[src/sv/spq_pkg.sv]
// ----------------------------------------------------------------------------
// Stable priority queue package
// Field widths, status codes, command codes and sequencer states.
// ----------------------------------------------------------------------------
package spq_pkg;

    localparam int PRIO_W        = 32;
    localparam int VALUE_W       = 32;
    localparam int ENTRY_W       = PRIO_W + VALUE_W;
    localparam int STATUS_W      = 2;
    localparam int OCC_W         = 5;
    localparam int CAPACITY_DEF  = 16;

    typedef enum logic [STATUS_W-1:0] {
        ST_INSERTED  = 2'd0,
        ST_REMOVED   = 2'd1,
        ST_UNDERFLOW = 2'd2,
        ST_OVERFLOW  = 2'd3
    } status_t;

    typedef enum logic {
        CMD_INSERT = 1'b0,
        CMD_REMOVE = 1'b1
    } cmd_t;

    typedef enum logic [2:0] {
        S_IDLE,
        S_SCAN,
        S_CMP,
        S_RDFRONT,
        S_EMIT
    } state_t;

endpackage

[src/sv/spq_ram.sv]
// ----------------------------------------------------------------------------
// Generic simple dual-port RAM
// One write port and one read port with registered read data.
// ----------------------------------------------------------------------------
module spq_ram #(
    parameter int WIDTH = spq_pkg::ENTRY_W,
    parameter int DEPTH = spq_pkg::CAPACITY_DEF
) (
    input  logic                     clk,
    input  logic                     wr_en,
    input  logic [$clog2(DEPTH)-1:0] wr_addr,
    input  logic [WIDTH-1:0]         wr_data,
    input  logic                     rd_en,
    input  logic [$clog2(DEPTH)-1:0] rd_addr,
    output logic [WIDTH-1:0]         rd_data
);

    logic [WIDTH-1:0] mem [DEPTH];
    logic [WIDTH-1:0] rd_data_reg;

    always_ff @(posedge clk)
    begin
        if (wr_en)
        begin
            mem[wr_addr] <= wr_data;
        end
        if (rd_en)
        begin
            rd_data_reg <= mem[rd_addr];
        end
    end

    assign rd_data = rd_data_reg;

endmodule

[src/sv/stable_priority_queue.sv]
// ----------------------------------------------------------------------------
// Stable priority queue
// Bounded queue kept in sorted order in a circular RAM buffer.
// ----------------------------------------------------------------------------
// Entries are held front first in a circular buffer in one RAM. A remove
// reads the front slot and advances the head pointer. An insert walks back
// from the tail: each held entry whose priority number is larger than the
// new one costs one RAM read, one compare and one write that moves it up a
// slot. Equal priorities keep arrival order, and req_stall stays high while
// an item is in progress.
module stable_priority_queue #(
    parameter int CAPACITY = spq_pkg::CAPACITY_DEF
) (
    input  logic                                clk,
    input  logic                                rst_n,
    input  logic                                req_valid,
    output logic                                req_stall,
    input  logic                                cmd,
    input  logic signed [spq_pkg::VALUE_W-1:0]  item_value,
    input  logic signed [spq_pkg::PRIO_W-1:0]   priority_req,
    output logic                                rsp_valid,
    input  logic                                rsp_stall,
    output logic        [spq_pkg::STATUS_W-1:0] status,
    output logic signed [spq_pkg::VALUE_W-1:0]  removed_value,
    output logic signed [spq_pkg::PRIO_W-1:0]   removed_priority,
    output logic        [spq_pkg::OCC_W-1:0]    occupancy
);

    localparam int AW    = $clog2(CAPACITY);
    localparam int CNT_W = $clog2(CAPACITY + 1);

    spq_pkg::state_t state_reg, state_next;

    logic [CNT_W-1:0] count_reg, count_next;
    logic [AW-1:0]    head_reg, head_next;
    logic [AW-1:0]    idx_reg, idx_next;

    logic signed [spq_pkg::PRIO_W-1:0]  pri_reg, pri_next;
    logic signed [spq_pkg::VALUE_W-1:0] val_reg, val_next;

    spq_pkg::status_t                   res_status_reg, res_status_next;
    logic signed [spq_pkg::VALUE_W-1:0] res_value_reg, res_value_next;
    logic signed [spq_pkg::PRIO_W-1:0]  res_prio_reg, res_prio_next;

    logic                               out_valid_reg, out_valid_next;
    spq_pkg::status_t                   out_status_reg, out_status_next;
    logic signed [spq_pkg::VALUE_W-1:0] out_value_reg, out_value_next;
    logic signed [spq_pkg::PRIO_W-1:0]  out_prio_reg, out_prio_next;
    logic [spq_pkg::OCC_W-1:0]          out_occ_reg, out_occ_next;

    logic                               wr_en;
    logic [AW-1:0]                      wr_addr;
    logic [spq_pkg::ENTRY_W-1:0]        wr_data;
    logic                               rd_en;
    logic [AW-1:0]                      rd_addr;
    logic [spq_pkg::ENTRY_W-1:0]        rd_data;
    logic signed [spq_pkg::PRIO_W-1:0]  rd_prio;
    logic signed [spq_pkg::VALUE_W-1:0] rd_value;

    logic [AW:0]   slot_sum;
    logic [AW-1:0] slot_idx;
    logic [AW-1:0] slot_prev;
    logic [AW-1:0] head_inc;
    logic          out_free;

    // Physical slot of logical position idx_reg, and the slot just before it.
    assign slot_sum  = {1'b0, head_reg} + {1'b0, idx_reg};
    assign slot_idx  = (slot_sum >= (AW+1)'(CAPACITY)) ?
                       AW'(slot_sum - (AW+1)'(CAPACITY)) : AW'(slot_sum);
    assign slot_prev = (slot_idx == '0) ? AW'(CAPACITY - 1) : slot_idx - AW'(1);
    assign head_inc  = (head_reg == AW'(CAPACITY - 1)) ? '0 : head_reg + AW'(1);

    assign rd_prio  = rd_data[spq_pkg::ENTRY_W-1:spq_pkg::VALUE_W];
    assign rd_value = rd_data[spq_pkg::VALUE_W-1:0];

    assign out_free = !out_valid_reg || !rsp_stall;

    spq_ram #(
        .WIDTH (spq_pkg::ENTRY_W),
        .DEPTH (CAPACITY)
    ) u_store (
        .clk     (clk),
        .wr_en   (wr_en),
        .wr_addr (wr_addr),
        .wr_data (wr_data),
        .rd_en   (rd_en),
        .rd_addr (rd_addr),
        .rd_data (rd_data)
    );

    always_ff @(posedge clk or negedge rst_n)
    begin
        if (!rst_n)
        begin
            state_reg     <= spq_pkg::S_IDLE;
            count_reg     <= '0;
            head_reg      <= '0;
            out_valid_reg <= 1'b0;
        end
        else
        begin
            state_reg     <= state_next;
            count_reg     <= count_next;
            head_reg      <= head_next;
            out_valid_reg <= out_valid_next;
        end
    end

    always_ff @(posedge clk)
    begin
        idx_reg        <= idx_next;
        pri_reg        <= pri_next;
        val_reg        <= val_next;
        res_status_reg <= res_status_next;
        res_value_reg  <= res_value_next;
        res_prio_reg   <= res_prio_next;
        out_status_reg <= out_status_next;
        out_value_reg  <= out_value_next;
        out_prio_reg   <= out_prio_next;
        out_occ_reg    <= out_occ_next;
    end

    always_comb
    begin
        state_next      = state_reg;
        count_next      = count_reg;
        head_next       = head_reg;
        idx_next        = idx_reg;
        pri_next        = pri_reg;
        val_next        = val_reg;
        res_status_next = res_status_reg;
        res_value_next  = res_value_reg;
        res_prio_next   = res_prio_reg;
        out_status_next = out_status_reg;
        out_value_next  = out_value_reg;
        out_prio_next   = out_prio_reg;
        out_occ_next    = out_occ_reg;
        out_valid_next  = out_valid_reg && rsp_stall;
        wr_en           = 1'b0;
        wr_addr         = slot_idx;
        wr_data         = {pri_reg, val_reg};
        rd_en           = 1'b0;
        rd_addr         = slot_prev;
        req_stall       = 1'b1;

        unique case (state_reg)
            spq_pkg::S_IDLE:
            begin
                req_stall = 1'b0;
                if (req_valid)
                begin
                    res_value_next = '0;
                    res_prio_next  = '0;
                    pri_next       = priority_req;
                    val_next       = item_value;
                    if (cmd == spq_pkg::CMD_REMOVE)
                    begin
                        if (count_reg == '0)
                        begin
                            res_status_next = spq_pkg::ST_UNDERFLOW;
                            state_next      = spq_pkg::S_EMIT;
                        end
                        else
                        begin
                            rd_en      = 1'b1;
                            rd_addr    = head_reg;
                            state_next = spq_pkg::S_RDFRONT;
                        end
                    end
                    else
                    begin
                        if (count_reg == CNT_W'(CAPACITY))
                        begin
                            res_status_next = spq_pkg::ST_OVERFLOW;
                            state_next      = spq_pkg::S_EMIT;
                        end
                        else
                        begin
                            idx_next   = AW'(count_reg);
                            state_next = spq_pkg::S_SCAN;
                        end
                    end
                end
            end

            spq_pkg::S_SCAN:
            begin
                if (idx_reg == '0)
                begin
                    wr_en           = 1'b1;
                    count_next      = count_reg + CNT_W'(1);
                    res_status_next = spq_pkg::ST_INSERTED;
                    state_next      = spq_pkg::S_EMIT;
                end
                else
                begin
                    rd_en      = 1'b1;
                    state_next = spq_pkg::S_CMP;
                end
            end

            spq_pkg::S_CMP:
            begin
                wr_en = 1'b1;
                if (rd_prio > pri_reg)
                begin
                    // The held entry ranks behind the new one: move it up a slot.
                    wr_data    = rd_data;
                    idx_next   = idx_reg - AW'(1);
                    state_next = spq_pkg::S_SCAN;
                end
                else
                begin
                    count_next      = count_reg + CNT_W'(1);
                    res_status_next = spq_pkg::ST_INSERTED;
                    state_next      = spq_pkg::S_EMIT;
                end
            end

            spq_pkg::S_RDFRONT:
            begin
                res_value_next  = rd_value;
                res_prio_next   = rd_prio;
                res_status_next = spq_pkg::ST_REMOVED;
                head_next       = head_inc;
                count_next      = count_reg - CNT_W'(1);
                state_next      = spq_pkg::S_EMIT;
            end

            spq_pkg::S_EMIT:
            begin
                if (out_free)
                begin
                    out_valid_next  = 1'b1;
                    out_status_next = res_status_reg;
                    out_value_next  = res_value_reg;
                    out_prio_next   = res_prio_reg;
                    out_occ_next    = spq_pkg::OCC_W'(count_reg);
                    state_next      = spq_pkg::S_IDLE;
                end
            end

            default:
            begin
                state_next = spq_pkg::S_IDLE;
            end
        endcase
    end

    assign rsp_valid        = out_valid_reg;
    assign status           = out_status_reg;
    assign removed_value    = out_value_reg;
    assign removed_priority = out_prio_reg;
    assign occupancy        = out_occ_reg;

endmodule
[config.mk]
export PLATFORM = sky130hd
export DESIGN_NAME = stable_priority_queue
export DESIGN_NICKNAME = d
export VERILOG_FILES = /design/src/sv/spq_pkg.sv /design/src/sv/spq_ram.sv /design/src/sv/stable_priority_queue.sv
export SDC_FILE = /design/constraint.sdc
export NUM_CORES = 2
export LEC_CHECK = 0
export BUFFER_PORTS_ARGS = -buffer_cell sky130_fd_sc_hd__buf_2
export CORE_MARGIN = 5
export CORE_UTILIZATION = 66
export DETAILED_ROUTE_END_ITERATION = 10
export PLACE_DENSITY = 0.93
export RECOVER_POWER = 50
export SLEW_MARGIN = 0
export SYNTH_ARGS = -nofsm -noshare
export SYNTH_HDL_FRONTEND = slang
export SYNTH_HIERARCHICAL = 1
export SYNTH_SLANG_ARGS = --single-unit
[constraint.sdc]
create_clock -name clk -period 16.75 [get_ports clk]
set_clock_uncertainty 0.15 [all_clocks]
set_input_delay 1.675 -clock clk [delete_from_list [all_inputs] [get_ports clk]]
set_output_delay 1.675 -clock clk [all_outputs]
set_load 0.05 [all_outputs]
# After elaboration in Yosys (flattened, before gate mapping)
# Memories as Yosys holds them, arrays and structs flattened. A register that Yosys moved wholly into a read port is not among the register bits.
# Index checks and enable logic that the tools add are counted.
# word_totals
ff_bits	218
ram_bits	1024
n_memories	1
# mem_list
name	depth	width	rd	rd_ports_with_merged_regs	wr	line_no	rtl
u_store.mem	16	64	1	1	1	spq_ram.sv:18	logic [WIDTH-1:0] mem [DEPTH];
# op_classes
n_eq_ne	15
n_mux	47
n_reduce_logical	19
add_sub_neg	7
n_lt_le_gt_ge	2
# ops
op	n
two-way mux 64 bit	2
case mux 32 bit (2 select lines)	2
two-way mux 4 bit	11
greater-than comparator 32 bit	1
two-way mux 32 bit	1
two-way mux 3 bit	7
case mux 3 bit (5 select lines)	1
case mux 5 bit (3 select lines)	1
!= test 2 bit, second input constant	7
two-way mux 2 bit	6
subtractor 4 x 1 -> 4 bit, second input constant	3
two-way mux 1 bit	10
two-way mux 5 bit	2
zero test 4 bit	2
case mux 2 bit (4 select lines)	1
case mux 4 bit (2 select lines)	1
AND reduction 2 bit	4
== test 3 x 2 -> 1 bit, second input constant	2
!= test 3 bit, second input constant	2
AND reduction 6 bit	1
adder 4 x 4 -> 5 bit	1
adder 5 x 1 -> 5 bit, second input constant	1
== test 5 bit, second input constant	1
greater-or-equal comparator 5 bit, second input constant	1
other kinds (16)	19

# Longest topological paths before layout
# logic_depth
ltp_word	9
ltp_mapped	13

# By module
# The synthesis kept the hierarchy.
# by_module_without_submodules
module	n_inst	area_per_inst_um2	cells_each
spq_ram	1	40223.6	1647
stable_priority_queue	1	9270.1	594

# Least setup slack after synthesis
# Ideal clock, no wire load.
# synth_path
kind	register to register
from	reg head_reg[0]
to	mem u_store/mem[0][0] (netlist bit), enable pin
arrival_ps	6249
setup_time_ps	565
path_slack_ps	9786
required_time_ps	16035
path_buffers	0
path_stages_with_launch	8
period_less_slack_ps	6964
path_cell_list	dfrtp_1 > ha_1 > inv_1 > fa_1 > xor2_1 > inv_1 > or3b_2 > nor3_1
# synth_via
elab_chain_cells	3
word_cells_on_any_way	4
cone_classes	2 x add/sub; 1 x order compare; 1 x mux
# synth_lines
element	line_no	rtl
from (decl)	stable_priority_queue.sv:35	logic [AW-1:0] head_reg, head_next;
from (signal assigned)	stable_priority_queue.sv:104	head_reg <= head_next;
adder 4 x 4 -> 5 bit (*)	stable_priority_queue.sv:67	assign slot_sum = {1'b0, head_reg} + {1'b0, idx_reg};
subtractor 4 x 1 -> 4 bit / greater-or-equal comparator 5 bit (equally long branches)	stable_priority_queue.sv:69, stable_priority_queue.sv:68	
two-way mux 4 bit (*)	stable_priority_queue.sv:68	assign slot_idx = (slot_sum >= (AW+1)'(CAPACITY)) ?
named net slot_idx[2]	stable_priority_queue.sv:61	logic [AW-1:0] slot_idx;
to (decl)	spq_ram.sv:18	
# Mark *: on every way through the listed nets, which the timed path passes. The rest lies on a longest branch.

# Worst setup path in the final report
# layout_path
from	reg state_reg[2]
to	reg res_value_reg[26] (netlist bit), enable pin
# layout_via
elab_chain_cells	3
word_cells_on_any_way	5
cone_classes	2 x eq/ne; 3 x reduce/logical
# layout_lines
element	line_no	rtl
from (decl)	stable_priority_queue.sv:32	spq_pkg::state_t state_reg, state_next;
from (signal assigned)	stable_priority_queue.sv:95	state_reg <= spq_pkg::S_IDLE;
from (signal assigned)	stable_priority_queue.sv:102	state_reg <= state_next;
== test 3 x 2 -> 1 bit / zero test 3 bit (equally long branches)	stable_priority_queue.sv:146	unique case (state_reg)
nonzero test 2 bit (no line) / != test 2 bit (equally long branches)	n/a	
AND reduction 2 bit (no line) (*)	n/a	
to (signal assigned)	stable_priority_queue.sv:115	res_value_reg <= res_value_next;
to (decl)	stable_priority_queue.sv:42	logic signed [spq_pkg::VALUE_W-1:0] res_value_reg, res_value_next;
# Mark *: on every way between the ends. The rest lies on a longest branch, timed or not.
# A chain may end at the register's enable or synchronous reset.

==> impl_metrics.json <==
{
  "status": "finished with violations",
  "violations": "max-capacitance violations, max-slew violations",
  "nets": 2556,
  "insertedDiodeCount": 0,
  "post-route-min-period_ns": 9.21,
  "crit_path_end_kind": "flip-flop",
  "wl_mm": 134,
  "ant_nets": 0,
  "syn_area_mm2": 0.0495,
  "yosysSeqAreaShare_pct": 79.1,
  "nFillCells": 3631,
  "vias_per_cell": 7.43,
  "ctsLongestPathBuffers": 3,
  "synth_seq_cells": 1306,
  "start_util_pct": 66.5,
  "vias": 26107,
  "grt_usage_pct": 33.1,
  "h-tree-depth": 3,
  "yosys.area.top_type_share_pct": 78.4,
  "reg2reg_to": "res_value_reg[26]$_SDFFCE_PN0P_",
  "r2r_cells": 4,
  "antenna_found_initial": 3,
  "cts_root_buf": "clkbuf_16",
  "grt_setup_unrepaired": "no",
  "drive_gt1_share_pct": 22.1,
  "syn_area_per_cell_um2": 22.1,
  "firstDrtPassIters": 8,
  "setup_viol": 0,
  "crit_end": "res_value_reg[26]$_SDFFCE_PN0P_",
  "timing.fmax_mhz": 109,
  "syn_nets": 2354,
  "yosysUniqueCellTypes": 52,
  "cp_max_fo": 64,
  "clk_pin_slew_ns": 0.07,
  "r2r_slack_ns": 7.54,
  "drt_drc_violations_left": 0,
  "clk_latency_ns": 0.70,
  "cp.required_ns": 16.74,
  "dr.first_iter.drc_count": 4696,
  "slew_headroom_pct": -289,
  "fp-row-count": 100,
  "slew_violations": 938,
  "cts_tree": "built",
  "synth_top_cell_by_area": "edfxtp_1",
  "synth_cells": 2241,
  "die_h_um": 284,
  "clock_sinks": 1306,
  "grt_pass1_vias": 27097,
  "top_level_ports": 142,
  "min-delay-path-class": "reg2reg",
  "synth_most_common_cell": "edfxtp_1",
  "area_delta_synth_final_pct": 11.1,
  "r2r-start": "state_reg[2]$_DFFE_PN0P_",
  "worstSetupPathType": "reg2reg",
  "arrival_ns": 9.20,
  "cts_setup_buffers": 0,
  "synthTopCellsByArea": "edfxtp_1 (78%), mux4_2 (12%), a22oi_1 (1.9%), mux2_2 (1.4%), ha_1 (1.1%)",
  "yosys-top-cells-count": "edfxtp_1 (1293), mux4_2 (256), a22oi_1 (128), nand2_1 (87), and2_1 (65)",
  "wl_per_cell_um": 38.2,
  "gp_congestion": 0.811,
  "hold_violations": 0,
  "dp_hpwl_mm": 62.3,
  "die_w_um": 284,
  "critPathLaunchType": "flip-flop",
  "grt_max_degree": 201,
  "grt_pass1_wl_mm": 192,
  "synth_edf_count": 1293,
  "tightest_slew_ns": 5.84,
  "timing.final.crit_share_pct": 55.0,
  "die_area_mm2": 0.0806,
  "numCtsBuffers": 121,
  "hold_buffers": 0,
  "numPortBuffers": 141,
  "core_area_mm2": 0.0744,
  "maxCapViolations": 30,
  "yosys_warnings": 6,
  "cts_resized": 0,
  "grt_overflow": 0,
  "setup_tns_ns": 0,
  "startpoint": "state_reg[2]$_DFFE_PN0P_",
  "async_flop_share_pct": 0.995,
  "synthFlopType": "edfxtp_1",
  "largest_reg_flops": 1024
}
==> cell families after synthesis <==
| kind of cell | share of synthesized area, % |
|---|---|
| simple gates | 2.23 |
| flops | 79.1 |
| buf+inv | 1.43 |
| fa+ha+maj | 1.14 |
| xor+xnor | 0.230 |
| mux | 13.2 |
| compound gates | 2.69 |
==> metal layers <==
layer  wire length [um]  track usage, %  vias up  share of wire [%]
met5                 13               0        -             0.0097
met4               7780            15.5        2                5.8
met3              19000            7.73      541                 14
met2              65300            54.1     2825                 49
met1              42100            43.2    13036                 31
li1                   -               -     9703                  -
==> how the worst min path moves through the flow <==
stage	cells after the start	startpoint	end
2_1_floorplan	0	res_prio_reg[0]$_SDFFCE_PN0P_	removed_priority[0]$_DFFE_PP_
3_3_place_gp	0	res_prio_reg[21]$_SDFFCE_PN0P_	removed_priority[21]$_DFFE_PP_
3_5_place_dp	0	res_prio_reg[29]$_SDFFCE_PN0P_	removed_priority[29]$_DFFE_PP_
4_1_cts	0	res_prio_reg[8]$_SDFFCE_PN0P_	removed_priority[8]$_DFFE_PP_
5_1_grt	0	res_prio_reg[13]$_SDFFCE_PN0P_	removed_priority[13]$_DFFE_PP_
6_report	0	res_prio_reg[8]$_SDFFCE_PN0P_	removed_priority[8]$_DFFE_PP_
==> placed cells by master (no fill, tap or decap), types with 3 or more instances in the layout <==
master,instances
clkinvlp_4,5
xnor2_1,9
bufinv_16,11
nor3_1,7
clkinv_4,3
a21o_1,5
inv_1,47
clkinv_1,33
clkbuf_16,127
ha_1,42
mux2_2,40
buf_4,21
nand3_1,4
xor2_1,4
mux4_2,256
a22oi_1,128
a31oi_1,4
nor2_1,22
nand4_1,9
dfrtp_1,13
edfxtp_1,1293
clkinv_2,28
nand2_1,87
mux2_1,26
clkbuf_1,116
nand3b_1,4
and2_1,8
buf_2,59
nor4_1,3
and2_0,56
nand2b_1,6
a21oi_1,21
o21ai_0,15
==> stage by stage <==
step                worst slack (ns)  area [um2]  hold slack [ns]  instances  util [%]
floorplan                       9.79       49500            0.250       2241         -
global route                    7.20       55000            0.276       3516      73.9
CTS                             9.75       55300            0.266       3516      74.3
global placement                9.66       51400            0.252       3289      69.0
finish                          7.54       55000            0.267       3516      73.9
detailed placement              9.17       51400            0.255       3289      69.0
==> critical path, stage by stage, from the launching register on <==
cell and delay, ns:
dfrtp_1 0.48, nand3b_1 0.41, inv_1 0.80, clkbuf_1 2.41, or2_0 4.28
==> area by class of cell <==
cell class                 count  area, um2  area share, %
sequential                  1306      39200           71.2
multi-input combinational    788       9680           17.6
clock buffer                 145       3250           5.90
tap                          969       1210           2.21
timing repair buffer         179        841           1.53
clock inverter                82        676           1.23
inverter                      47        176          0.321
Power is not shown: default switching activity piles up to over one toggle a cycle in this logic, so the estimate is an artifact.
